$ cat config.mk
export PLATFORM = sky130hd
export DESIGN_NAME = peer_endpoint_mapper_core
export DESIGN_NICKNAME = d
export VERILOG_FILES = /design/src/rtl/pem_pkg.sv /design/src/rtl/peer_endpoint_mapper_core.sv /design/src/rtl/pem_table.sv /design/src/rtl/pem_ep_pick.sv
export SDC_FILE = /design/constraint.sdc
export NUM_CORES = 1
export LEC_CHECK = 0
export ABC_AREA = 1
export BUFFER_PORTS_ARGS = -buffer_cell sky130_fd_sc_hd__buf_2
export CAP_MARGIN = 15
export CORE_ASPECT_RATIO = 1.4
export CORE_MARGIN = 3
export CORE_UTILIZATION = 45
export CTS_CLUSTER_SIZE = 12
export DETAILED_ROUTE_END_ITERATION = 16
export HOLD_SLACK_MARGIN = 0.05
export PLACE_DENSITY = 0.69
export SLEW_MARGIN = 0
export SYNTH_ARGS = -nofsm -noshare
export SYNTH_HDL_FRONTEND = slang
export SYNTH_HIERARCHICAL = 1
export SYNTH_SLANG_ARGS = --single-unit
$ cat constraint.sdc
create_clock -name clk -period 10.8 [get_ports clk]
set_input_delay 1.62 -clock clk [delete_from_list [all_inputs] [get_ports clk]]
set_output_delay 1.62 -clock clk [all_outputs]
set_load 0.01 [all_outputs]
$ cat src/rtl/pem_pkg.sv
// pem_pkg: shared sizes, codes and types for the peer endpoint mapper.
// No dependencies; used by every file under rtl.
`timescale 1ns / 1ps

package pem_pkg;

	localparam int TABLE_SLOTS = 8;
	localparam int SLOT_W      = (TABLE_SLOTS > 1) ? $clog2(TABLE_SLOTS) : 1;
	localparam int CNT_W       = $clog2(TABLE_SLOTS + 1);

	localparam int MAC_W   = 48;
	localparam int BUSY_W  = 4;
	localparam int EP_W    = 3;
	localparam int MAP_W   = 4;
	localparam int STAT_W  = 3;
	localparam int PEND_W  = 8;
	localparam int DSLOT_W = 3;

	// bit 0 of the first octet marks group addresses
	localparam int MCAST_BIT = 40;

	localparam logic [EP_W-1:0]   EP_MIN   = 3'd2;
	localparam logic [EP_W-1:0]   EP_MAX   = 3'd5;
	localparam logic [PEND_W-1:0] PEND_MAX = 8'hFF;

	typedef enum logic [STAT_W-1:0] {
		ST_KNOWN = 3'd0,
		ST_NEW   = 3'd1,
		ST_MCAST = 3'd2,
		ST_FULL  = 3'd3,
		ST_DONE  = 3'd4
	} status_t;

	// update request from the sequencer to the peer table
	typedef struct packed {
		logic              addr_we;
		logic              pend_inc;
		logic              pend_dec;
		logic [MAC_W-1:0]  mac;
		logic [EP_W-1:0]   ep;
	} tbl_cmd_t;

	// entry read from the peer table at the current index
	typedef struct packed {
		logic [MAC_W-1:0]  addr;
		logic [EP_W-1:0]   ep;
		logic [PEND_W-1:0] pend;
	} tbl_rd_t;

endpackage

$ cat src/rtl/peer_endpoint_mapper_core.sv
// Peer endpoint mapper top level: sequencer walking the peer table one slot
// per cycle. Uses pem_pkg, pem_table and pem_ep_pick.
//
// Input channel (in_valid/in_stall) carries one transaction: mode, dest_mac,
// endpoint_busy, done_slot. Output channel (out_valid/out_stall) returns one
// transaction per input: endpoint, map_number, status.
// Mode 0 looks dest_mac up in the table by walking the slots in use through
// one 48-bit comparator, one slot per cycle; a new peer adds a step for the
// table write. Mode 1 and multicast frames skip the walk.
// After input accept, multicast goes straight to the emit step, a completion
// reads its done slot first, and a lookup emits after its walk and any write.
// The walk length, set by the number of slots in use, sets the rate; a new
// transaction is taken only while the sequencer is idle.
// A finished result sits in the output register; the next transaction may be
// accepted meanwhile, and the sequencer waits in its emit step while
// out_stall holds the previous result.
// Reset (arst_n low) clears all pending counts, the slot count, the output
// valid and sets the round-robin pointer to endpoint 2.
`timescale 1ns / 1ps

module peer_endpoint_mapper_core (
	input  logic                        clk,
	input  logic                        arst_n,
	input  logic                        in_valid,
	output logic                        in_stall,
	input  logic                        mode,
	input  logic [pem_pkg::MAC_W-1:0]   dest_mac,
	input  logic [pem_pkg::BUSY_W-1:0]  endpoint_busy,
	input  logic [pem_pkg::DSLOT_W-1:0] done_slot,
	output logic                        out_valid,
	input  logic                        out_stall,
	output logic [pem_pkg::EP_W-1:0]    endpoint,
	output logic [pem_pkg::MAP_W-1:0]   map_number,
	output logic [pem_pkg::STAT_W-1:0]  status
);

	typedef enum logic [2:0] {
		S_IDLE,
		S_SCAN,
		S_WRITE,
		S_COMPLETE,
		S_EMIT
	} state_t;

	state_t                       state_q;
	logic [pem_pkg::MAC_W-1:0]    mac_q;
	logic [pem_pkg::BUSY_W-1:0]   busy_q;
	logic [pem_pkg::DSLOT_W-1:0]  slot_q;
	logic [pem_pkg::CNT_W-1:0]    idx_q;
	logic [pem_pkg::CNT_W-1:0]    count_q;
	logic [pem_pkg::SLOT_W-1:0]   free_q;
	logic                         have_free_q;
	logic [pem_pkg::EP_W-1:0]     res_ep_q;
	logic [pem_pkg::MAP_W-1:0]    res_map_q;
	pem_pkg::status_t             res_st_q;
	logic                         out_valid_q;
	logic [pem_pkg::EP_W-1:0]     endpoint_q;
	logic [pem_pkg::MAP_W-1:0]    map_number_q;
	logic [pem_pkg::STAT_W-1:0]   status_q;

	logic [pem_pkg::SLOT_W-1:0]   tbl_idx;
	pem_pkg::tbl_cmd_t            tbl_cmd;
	pem_pkg::tbl_rd_t             tbl_rd;
	logic [pem_pkg::EP_W-1:0]     pick_ep;
	logic                         scan_end;
	logic                         hit;
	logic                         slot_used;
	logic                         in_acc;
	logic                         out_free;

	assign in_acc    = in_valid && !in_stall;
	assign in_stall  = (state_q != S_IDLE);
	assign out_free  = !out_valid_q || !out_stall;
	assign scan_end  = (idx_q >= count_q);
	assign hit       = (tbl_rd.addr == mac_q);
	assign slot_used = (pem_pkg::CNT_W'(slot_q) < count_q);

	always_comb begin
		unique case (state_q)
			S_COMPLETE: tbl_idx = pem_pkg::SLOT_W'(slot_q);
			S_WRITE:    tbl_idx = free_q;
			default:    tbl_idx = idx_q[pem_pkg::SLOT_W-1:0];
		endcase
	end

	always_comb begin
		tbl_cmd          = '0;
		tbl_cmd.mac      = mac_q;
		tbl_cmd.ep       = pick_ep;
		unique case (state_q)
			S_SCAN: begin
				tbl_cmd.pend_inc = !scan_end && hit;
			end
			S_WRITE: begin
				tbl_cmd.addr_we  = 1'b1;
				tbl_cmd.pend_inc = 1'b1;
			end
			S_COMPLETE: begin
				tbl_cmd.pend_dec = slot_used;
			end
			default: ;
		endcase
	end

	pem_table u_table (
		.clk    (clk),
		.arst_n (arst_n),
		.idx    (tbl_idx),
		.cmd    (tbl_cmd),
		.rd     (tbl_rd)
	);

	pem_ep_pick u_pick (
		.clk    (clk),
		.arst_n (arst_n),
		.busy   (busy_q),
		.commit (state_q == S_WRITE),
		.ep     (pick_ep)
	);

	always_ff @(posedge clk or negedge arst_n) begin
		if (!arst_n) begin
			state_q      <= S_IDLE;
			idx_q        <= '0;
			count_q      <= '0;
			free_q       <= '0;
			have_free_q  <= 1'b0;
			res_ep_q     <= pem_pkg::EP_MIN;
			res_map_q    <= '0;
			res_st_q     <= pem_pkg::ST_KNOWN;
			out_valid_q  <= 1'b0;
			endpoint_q   <= pem_pkg::EP_MIN;
			map_number_q <= '0;
			status_q     <= '0;
		end else begin
			if (state_q == S_EMIT && out_free) begin
				out_valid_q <= 1'b1;
			end else if (!out_stall) begin
				out_valid_q <= 1'b0;
			end
			unique case (state_q)
				S_IDLE: begin
					if (in_acc) begin
						idx_q       <= '0;
						have_free_q <= 1'b0;
						if (mode) begin
							state_q <= S_COMPLETE;
						end else if (dest_mac[pem_pkg::MCAST_BIT]) begin
							res_ep_q  <= pem_pkg::EP_MIN;
							res_map_q <= '0;
							res_st_q  <= pem_pkg::ST_MCAST;
							state_q   <= S_EMIT;
						end else begin
							state_q <= S_SCAN;
						end
					end
				end
				S_SCAN: begin
					if (scan_end) begin
						if (have_free_q) begin
							state_q <= S_WRITE;
						end else if (count_q >= pem_pkg::CNT_W'(pem_pkg::TABLE_SLOTS)) begin
							res_ep_q  <= pem_pkg::EP_MIN;
							res_map_q <= '0;
							res_st_q  <= pem_pkg::ST_FULL;
							state_q   <= S_EMIT;
						end else begin
							free_q  <= count_q[pem_pkg::SLOT_W-1:0];
							count_q <= count_q + 1'b1;
							state_q <= S_WRITE;
						end
					end else if (hit) begin
						res_ep_q  <= tbl_rd.ep;
						res_map_q <= pem_pkg::MAP_W'(idx_q) + 1'b1;
						res_st_q  <= pem_pkg::ST_KNOWN;
						state_q   <= S_EMIT;
					end else begin
						// remember the first idle slot for reuse
						if (!have_free_q && tbl_rd.pend == '0) begin
							free_q      <= idx_q[pem_pkg::SLOT_W-1:0];
							have_free_q <= 1'b1;
						end
						idx_q <= idx_q + 1'b1;
					end
				end
				S_WRITE: begin
					res_ep_q  <= pick_ep;
					res_map_q <= pem_pkg::MAP_W'(free_q) + 1'b1;
					res_st_q  <= pem_pkg::ST_NEW;
					state_q   <= S_EMIT;
				end
				S_COMPLETE: begin
					if (slot_used) begin
						res_ep_q  <= tbl_rd.ep;
						res_map_q <= pem_pkg::MAP_W'(slot_q) + 1'b1;
					end else begin
						res_ep_q  <= pem_pkg::EP_MIN;
						res_map_q <= '0;
					end
					res_st_q <= pem_pkg::ST_DONE;
					state_q  <= S_EMIT;
				end
				S_EMIT: begin
					if (out_free) begin
						endpoint_q   <= res_ep_q;
						map_number_q <= res_map_q;
						status_q     <= res_st_q;
						state_q      <= S_IDLE;
					end
				end
				default: state_q <= S_IDLE;
			endcase
		end
	end

	always_ff @(posedge clk) begin
		if (in_acc) begin
			mac_q  <= dest_mac;
			busy_q <= endpoint_busy;
			slot_q <= done_slot;
		end
	end

	assign out_valid  = out_valid_q;
	assign endpoint   = endpoint_q;
	assign map_number = map_number_q;
	assign status     = status_q;

endmodule

$ cat src/rtl/pem_table.sv
// pem_table: peer address/endpoint store with saturating pending counters.
// One index serves read, address compare source and update. Uses pem_pkg.
`timescale 1ns / 1ps

module pem_table (
	input  logic                     clk,
	input  logic                     arst_n,
	input  logic [pem_pkg::SLOT_W-1:0] idx,
	input  pem_pkg::tbl_cmd_t        cmd,
	output pem_pkg::tbl_rd_t         rd
);

	logic [pem_pkg::MAC_W-1:0]  peer_addr_q [pem_pkg::TABLE_SLOTS];
	logic [pem_pkg::EP_W-1:0]   peer_ep_q   [pem_pkg::TABLE_SLOTS];
	logic [pem_pkg::PEND_W-1:0] peer_pend_q [pem_pkg::TABLE_SLOTS];
	logic [pem_pkg::PEND_W-1:0] pend_nxt;

	assign rd.addr = peer_addr_q[idx];
	assign rd.ep   = peer_ep_q[idx];
	assign rd.pend = peer_pend_q[idx];

	// single saturating up/down unit shared by all slots
	always_comb begin
		pend_nxt = rd.pend;
		if (cmd.pend_inc && rd.pend != pem_pkg::PEND_MAX) begin
			pend_nxt = rd.pend + 1'b1;
		end else if (cmd.pend_dec && rd.pend != '0) begin
			pend_nxt = rd.pend - 1'b1;
		end
	end

	always_ff @(posedge clk) begin
		if (cmd.addr_we) begin
			peer_addr_q[idx] <= cmd.mac;
			peer_ep_q[idx]   <= cmd.ep;
		end
	end

	always_ff @(posedge clk or negedge arst_n) begin
		if (!arst_n) begin
			for (int i = 0; i < pem_pkg::TABLE_SLOTS; i++) begin
				peer_pend_q[i] <= '0;
			end
		end else if (cmd.pend_inc || cmd.pend_dec) begin
			peer_pend_q[idx] <= pend_nxt;
		end
	end

endmodule

$ cat src/rtl/pem_ep_pick.sv
// pem_ep_pick: lowest idle endpoint, else round-robin pointer (2..5).
// Pointer advances only on a committed pick with all endpoints busy. Uses pem_pkg.
`timescale 1ns / 1ps

module pem_ep_pick (
	input  logic                       clk,
	input  logic                       arst_n,
	input  logic [pem_pkg::BUSY_W-1:0] busy,
	input  logic                       commit,
	output logic [pem_pkg::EP_W-1:0]   ep
);

	logic [pem_pkg::EP_W-1:0] rr_q;
	logic                     all_busy;

	assign all_busy = &busy;

	always_comb begin
		ep = rr_q;
		for (int k = pem_pkg::BUSY_W - 1; k >= 0; k--) begin
			if (!busy[k]) begin
				ep = pem_pkg::EP_MIN + pem_pkg::EP_W'(k);
			end
		end
	end

	always_ff @(posedge clk or negedge arst_n) begin
		if (!arst_n) begin
			rr_q <= pem_pkg::EP_MIN;
		end else if (commit && all_busy) begin
			rr_q <= (rr_q >= pem_pkg::EP_MAX) ? pem_pkg::EP_MIN : rr_q + 1'b1;
		end
	end

endmodule
Word-level counts from Yosys, hierarchy flattened
Memories as Yosys holds them, arrays and structs flattened.
Cells that the tools add are included.
Widths: inputs -> output; s select.

storage, ports and cells
  flip-flop bits (word level) = 158
  logic and storage cells = 160
  memories = 2
  RAM bits = 408
  bits of input ports = 60
  output and inout bits = 12

memories
  name                 words  width  read ports  clocked after memory_dff  write ports  line             text
  u_table.peer_addr_q  8      48     1           0                         1            pem_table.sv:13  logic [pem_pkg::MAC_W-1:0] peer_addr_q [pem_pkg::TABLE_SLOTS];
  u_table.peer_ep_q    8      3      1           0                         1            pem_table.sv:14  logic [pem_pkg::EP_W-1:0] peer_ep_q [pem_pkg::TABLE_SLOTS];

operators by class
  add/sub/neg operators = 7
  reductions and logical operators = 31
  muxes and demuxes = 67
  eq/ne operators = 20
  order comparisons = 6
  bitwise gates (word level) = 3

operators by type and width
  cell                 number
  $mux 3               30
  $bwmux 64            1
  $eq 48x48->1         1
  $mux 4               11
  $mux 8               5
  $pmux 3 s4           3
  $bmux 8 s3           1
  $demux 8 s3          1
  $ne 2x2->1 const B   10
  $pmux 4 s4           1
  $reduce_and 4->1     3
  $mux 1               10
  $reduce_and 5->1     2
  $ne 3x3->1 const B   3
  $add 3x1->4 const B  2
  $add 4x1->4 const B  2
  $add 8x1->8 const B  1
  $ge 4x4->1 const B   2
  $logic_and 1x1->1    8
  $logic_not 8->1      1
  $ne 8x8->1 const B   1
  $pmux 4 s2           1
  $reduce_bool 8->1    1
  $sub 8x1->8 const B  1
  other kinds (23)     32

Logic depth before layout (Yosys ltp)
Gate-level depths: netlist of run 1.

  word-level depth = 12
  mapped depth = 34
  depth with buffers taken out = 31

Modules after synthesis
The synthesis of run 1 kept the hierarchy.

by module, submodules not included
  module                     area an instance (µm²)  cells an instance  instances  seq. area each (µm²)
  pem_table                  18327.6                 1359               1          13853.3
  peer_endpoint_mapper_core  4520.6                  452                1          2555.0
  pem_ep_pick                247.7                   37                 1          76.3

Least setup slack after synthesis of run 1
OpenSTA, ideal clock, no wires.

  path type = in2reg
  from = input in_valid
  to = register have_free_q
  stages on the path = 7
  data arrival time = 4667 ps
  library setup time = 117 ps
  setup slack = 6017 ps
  required time = 10683 ps
  path buffers = 0
  cells stage by stage = inv_1 -> nor2_1 -> inv_1 -> nand2_2 -> nand2_1 -> nand2_1 -> nand2_1

on the way
  word-level cells in the longest chain between the ends = 3

RTL lines
  element                            line                              text
  start, declared                    peer_endpoint_mapper_core.sv:24   input logic in_valid,
  $logic_and 1x1->1                  peer_endpoint_mapper_core.sv:71   assign in_acc = in_valid && !in_stall;
  via in_acc                         peer_endpoint_mapper_core.sv:68   logic in_acc;
  $ne 2x2->1 (no source line)        n/a
  $reduce_and 5->1 (no source line)  n/a
  end signal, assigned               peer_endpoint_mapper_core.sv:127  have_free_q <= 1'b0;
  end signal, assigned               peer_endpoint_mapper_core.sv:145  have_free_q <= 1'b0;
  end signal, assigned               peer_endpoint_mapper_core.sv:181  have_free_q <= 1'b1;
  end, declared                      peer_endpoint_mapper_core.sv:52   logic have_free_q;

The timed path passes the listed nets, and every way through them passes these cells.
A chain may end at the register's enable or synchronous reset.

==> out/summary.txt, run 1 <==
status - complete, no violations
placer congestion estimate - 0.883
RSZ-0062 raised after global routing - false
die width - 197 µm
Worst path max stage delay - 710 ps
CTS Buf Count - 55
Warnings, synthesis - 6
met2 WL post-DR - 27400 µm
Tmin final - 7520 ps
Area contributors post-synth - edfxtp_1 (60%), dfrtp_1 (11%), nand2_1 (10%)
met3 WL - 2890 µm
Ant. Diodes - 0
DIE HEIGHT - 274 µm
drc violations - 0
Worst EP arrival - 7970 ps
Seq/Total Area, Yosys - 71.4%
post-cts resize count - 0
Async SR Flop Fraction - 18.2%
vias in the first global route - 14600
synth unique cells - 46
Syn Nets - 1924
port bufs - 71
met1 WL - 20300 µm
Area Growth Syn to Fin - 11.6%
R2R Path End - u_table/peer_pend_q[61]$_DFFE_PN0P_
Layout Nets - 2016
initial core utilization - 45.9%
period utilization - 69.6%
commonest cells in the netlist - nand2_1 (635), edfxtp_1 (463), dfrtp_1 (100)
clk root buf - clkbuf_16
H-tree depth - 2
Slew headroom - 37.5%
post-DR vias/cell - 5.51
first-pass GRT wire length - 81000 µm
Synth Cell Area - 23100 µm²
ANT nets after route - 0
final WL - 52600 µm
max-slew violations - 0
core box area - 50400 µm²
Startpoint Class - register
Most used DFF post-synth - edfxtp_1
Leakage - 0.00987 µW
max-cap violations - 0
worst min path class - reg -> reg
fmax - 133 MHz
All-Layer GR Usage - 19.3%
postcts setup bufs - 0
drt initial violations - 1224
clock skew - 26.7 ps
Clock transition at path regs - 60 ps
Ports - 72
DR top layer - met4
number of vias in the routed layout - 14300
pwr/cell area - 235 nW/µm²
Total Power - 6050 µW
initial antenna violation count - 1
Post-synth EDFFs - 463
slowest cell on the critical path - o21ai_0
dpl hpwl - 29900 µm
Setup CP Type - reg -> reg
required time worst endpoint - 11260 ps
die area - 54100 µm²
CTS max path bufs - 3
fraction of layout cells with a size suffix above 1 - 13.4%
CTS tree - yes
worst r2r path cells - 27
final hold vios - 0
top cell type's share of synthesized area - 60.2%
Worst Tran Pin Value - 938 ps
Hold Path Stages - 2
Placed Area - 24200 µm²
Post-CTS Hold Buffers - 0
Setup crit end - u_table/peer_pend_q[61]$_DFFE_PN0P_
CP most frequent cell - nand2_1
largest net degree at the start of global routing - 72
Crit Path Max Fanout - 39
Final setup viols - 0
most frequent cell after synthesis - nand2_1
number of synthesized register bits - 566
Mapped Cells - 1848
R2R Setup Slk - 3280 ps
Fin Setup TNS - 0 ps
drt wl/cell - 20.2 µm
DRT Pass-1 Iters - 7
crit path launch - state_q[2]$_DFFE_PN0P_
Reg-to-Reg Start - state_q[2]$_DFFE_PN0P_
Clk Latency, worst-skew pair - 590 ps
row count - 97
VDD IR-drop max - 0.127 mV
Worst Setup End Kind - register
grt ovf - 0
post-route design area - 25800 µm²
Synth Area per Inst - 12.5 µm²
CTS Sinks - 566
Synth area leader - edfxtp_1
## logic make-up after synthesis
logic type | share of synthesized area [%]
simple gates | 15.4
flops | 71.4
compound gates | 7.00
buf+inv | 3.06
xor+xnor | 1.83
fa+ha+maj | 0.867
mux | 0.488
## worst max-delay path: cells and delay by family, from the launching register on
kind                   cells  cell delay, ps
buffers and inverters      7            1870
flip-flops                 1             460
AO/OA/AOI/OAI              5            1570
AND/OR/NAND/NOR           15            3430
## through the flow
| step | setup WS (ps) | hold slack, ps | cells | utilization (%) |
|---|---|---|---|---|
| floorplan | 6020 | 438 | 1848 | - |
| global placement | 3630 | 467 | 2526 | 48.1 |
| detailed placement | 3280 | 467 | 2526 | 48.1 |
| CTS | 3250 | 484 | 2604 | 51.2 |
| global route | 2630 | 507 | 2604 | 51.2 |
| finish | 3280 | 480 | 2604 | 51.2 |
## power by group
part,switching (µW),internal (µW)
Combinational,1070,506
Clock,750,964
Sequential,156,2610
Total,1980,4080
## registers in the layout (all words and copies together) (netlist names)
name and cells:
count_q 4, free_q 3, res_map_q 4, res_st_q 3, endpoint 3, have_free_q 1
u_table/peer_pend_q 64, status 3, u_table/peer_addr_q 384, u_pick/rr_q 3, map_number 4, slot_q 3
state_q 3, busy_q 4, u_table/peer_ep_q 24, mac_q 48, out_valid 1, idx_q 4
res_ep_q 3
## placed cells by master (no fill, tap or decap), types with 3 or more instances in the layout
master,synthesis,routed
a221oi_1,52,52
clkbuf_16,0,56
clkinv_1,5,7
o21ai_1,10,11
a22oi_1,66,66
edfxtp_1,463,463
mux2_2,10,10
nand2_1,635,635
nand2_4,8,8
nor3_4,0,4
nor2_4,6,17
dfrtp_1,100,100
o21ai_0,22,20
clkbuf_1,27,13
dfstp_2,3,3
nand3_2,3,3
a22o_1,32,32
nand2_2,18,18
o21ai_2,11,12
inv_1,84,82
nor2_1,57,47
inv_6,0,3
ha_1,16,16
buf_4,5,22
inv_2,17,19
a21oi_1,8,8
nor2_2,6,5
xor2_1,12,12
buf_2,15,70
nand3_1,48,48
xnor2_1,33,33
nand4_1,40,40
## area by class of cell
class | instances | area [µm²]
multi-input combinational | 1117 | 6010
tap | 643 | 805
inverter | 108 | 410
clock buffer | 70 | 1460
fill | 4185 | 24600
timing repair buffer | 92 | 515
clock inverter | 8 | 81.3
sequential | 566 | 16500
## how the worst min path moves through the flow
stage	start	to	slack (ps)
floorplan	res_st_q[2]$_DFFE_PN0P_	res_st_q[2]$_DFFE_PN0P_	440
global placement	u_table/peer_pend_q[11]$_DFFE_PN0P_	u_table/peer_pend_q[11]$_DFFE_PN0P_	470
detailed placement	u_table/peer_pend_q[4]$_DFFE_PN0P_	u_table/peer_pend_q[4]$_DFFE_PN0P_	470
CTS	u_table/peer_pend_q[18]$_DFFE_PN0P_	u_table/peer_pend_q[18]$_DFFE_PN0P_	480
global route	res_st_q[2]$_DFFE_PN0P_	res_st_q[2]$_DFFE_PN0P_	510
finish	res_st_q[2]$_DFFE_PN0P_	res_st_q[2]$_DFFE_PN0P_	480
## metal layers
layer  track usage (%)  vias up
li1                  -     6682
met1              23.3     7018
met2              34.7      520
met3              2.37      123
met4              8.33        0
met5                 0        -
(Power assumes the default switching activity.)
==> run 2: changes to the inputs <==
- clock period: 10.8 -> 7.08 ns (I/O delays scaled with it)
==> run 2 against run 1 <==
  * Hold slack worse by 73 ps
  * Core utilization up 0.26 points
  * Largest cell class unchanged
  * Via count up 0.65%
  * Clock skew about the same
  * Maximum frequency up 22%
  * Critical path depth unchanged
  * Critical endpoint is now u_table/peer_pend_q[25]$_DFFE_PN0P_
  * Global-route usage up 0.63 points
  * Worst setup slack worse by 2400 ps
  * Flip-flop and latch count unchanged
==> out/summary.txt, run 2 (same netlist as run 1, synthesis figures left out) <==
status - complete, no violations
Crit Path Max Fanout - 37
Setup CP Type - reg -> reg
placer congestion estimate - 0.882
die width - 197 µm
drt wl/cell - 20.6 µm
H-tree depth - 2
most flop-heavy register - u_table/peer_addr_q
M3 GR Usage - 2.54%
Tmin final - 6150 ps
dpl hpwl - 31600 µm
Layout Nets - 2025
fmax - 163 MHz
grt met1 use - 25.3%
grt ovf - 0
number of vias in the routed layout - 14400
ANT nets after route - 0
drc violations - 0
Total Power - 9310 µW
Leakage - 0.00994 µW
core box area - 50400 µm²
CTS max path bufs - 3
Slew headroom - 32.9%
CTS Sinks - 566
final hold vios - 0
Ports - 72
initial antenna violation count - 0
CTS tree - yes
All-Layer GR Usage - 19.9%
row count - 97
final WL - 53800 µm
fraction of layout cells with a size suffix above 1 - 13.8%
largest net degree at the start of global routing - 72
Clk Latency, worst-skew pair - 600 ps
worst r2r path cells - 27
port bufs - 71
clk root buf - clkbuf_16
postcts setup bufs - 0
Clock transition at path regs - 70 ps
DRT Pass-1 Iters - 5
max-cap violations - 0
period utilization - 86.9%
drt initial violations - 1215
R2R Path End - u_table/peer_pend_q[25]$_DFFE_PN0P_
required time worst endpoint - 7540 ps
most frequent cells in the layout - nand2_1 (635), edfxtp_1 (463), dfrtp_1 (100), inv_1 (82), buf_2 (70)
Ant. Diodes - 0
Fin Setup TNS - 0 ps
DIE HEIGHT - 274 µm
initial core utilization - 45.9%
most common cell after layout, fill and taps aside - nand2_1
clock skew - 27.1 ps
largest registers - u_table/peer_addr_q x384, u_table/peer_pend_q x64, mac_q x48
Worst Setup End Kind - register
GR Util met2 - 34.9%
post-cts resize count - 0
Worst Tran Pin Value - 1000 ps
Final setup viols - 0
FILL cells - 4111
Area Growth Syn to Fin - 12.2%
VDD IR-drop max - 0.242 mV
pwr/cell area - 359 nW/µm²
Largest register FFs - 384
worst min path class - in -> async
die area - 54100 µm²
Worst EP arrival - 6610 ps
vias in the first global route - 14700
Reg-to-Reg Start - state_q[2]$_DFFE_PN0P_
post-DR vias/cell - 5.52
crit path launch - state_q[2]$_DFFE_PN0P_
max-slew violations - 0
RSZ-0062 raised after global routing - false
R2R Setup Slk - 930 ps
Post-CTS Hold Buffers - 0
first-pass GRT wire length - 83600 µm
Startpoint Class - register
Most Crowded Layer GR - met2
CTS Buf Count - 54
-- run 2: changes by cell type in the layout (fill, tap and decap cells not counted), moves of 2 or more --
cell | before | now
buf_12 | 0 | 3
clkbuf_1 | 13 | 15
clkinv_4 | 2 | 0
buf_4 | 22 | 29
inv_6 | 3 | 1
-- run 2: layer usage --
layer	part of all wire (%)	wire length, µm	vias to the layer above
met5	0	0	-
met1	40	21300	7111
met2	52	27800	510
met3	5.4	2900	117
met4	3.3	1790	0
li1	-	-	6698
-- run 2: through the flow --
stage / hold WS, ps / cell area (µm²) / cells / utilization [%] / setup WS [ps]
2_1_floorplan: 438 / 23100 / 1848 / - / 2310
3_3_place_gp: 463 / 24300 / 2536 / 48.3 / 1010
3_5_place_dp: 466 / 24300 / 2536 / 48.3 / 887
4_1_cts: 385 / 25900 / 2615 / 51.4 / 870
5_1_grt: 413 / 25900 / 2615 / 51.4 / 402
6_report: 406 / 25900 / 2615 / 51.4 / 927
-- run 2: area by class of cell --
cell class	count	area (µm²)	share of cell area [%]
Multi-Input combinational cell	1117	6010	23.2
Clock inverter	6	97.6	0.377
Tap cell	643	805	3.11
Timing Repair Buffer	102	628	2.42
Sequential cell	566	16500	63.6
Inverter	108	410	1.58
Clock buffer	73	1470	5.67
-- run 2: how the worst max path moves through the flow --
stage                                     endpoint  cells past startpoint
2_1_floorplan  u_table/peer_pend_q[49]$_DFFE_PN0P_                     31
3_3_place_gp   u_table/peer_pend_q[17]$_DFFE_PN0P_                     27
3_5_place_dp   u_table/peer_pend_q[25]$_DFFE_PN0P_                     27
4_1_cts        u_table/peer_pend_q[25]$_DFFE_PN0P_                     27
5_1_grt        u_table/peer_pend_q[62]$_DFFE_PN0P_                     26
6_report       u_table/peer_pend_q[25]$_DFFE_PN0P_                     27
-- run 2: power by group --
part | leakage, µW | total [µW] | switching (µW) | internal [µW]
clock network | 0.000760 | 2630 | 1150 | 1470
logic | 0.00360 | 2480 | 1680 | 794
registers | 0.00558 | 4210 | 233 | 3980
total | 0.00994 | 9310 | 3070 | 6240
-- run 2: worst max-delay path, cell delays in order, from the launching register on --
cell and delay (ps):
dfrtp_1 460, nor2_2 240, inv_2 90, nor2_1 310
buf_4 240, a22oi_1 90, o21ai_2 100, buf_4 430
nand2_1 300, inv_2 480, buf_4 320, nand2_1 70
nand2_1 80, a221oi_1 50, nand3_1 130, xnor2_1 250
nand2_1 100, nor2_1 220, nand2_1 90, nor2_1 100
nand3_1 220, o21ai_0 220, buf_4 170, nor2_1 160
nor2_1 580, inv_1 310, nand2_1 120, o21ai_1 60
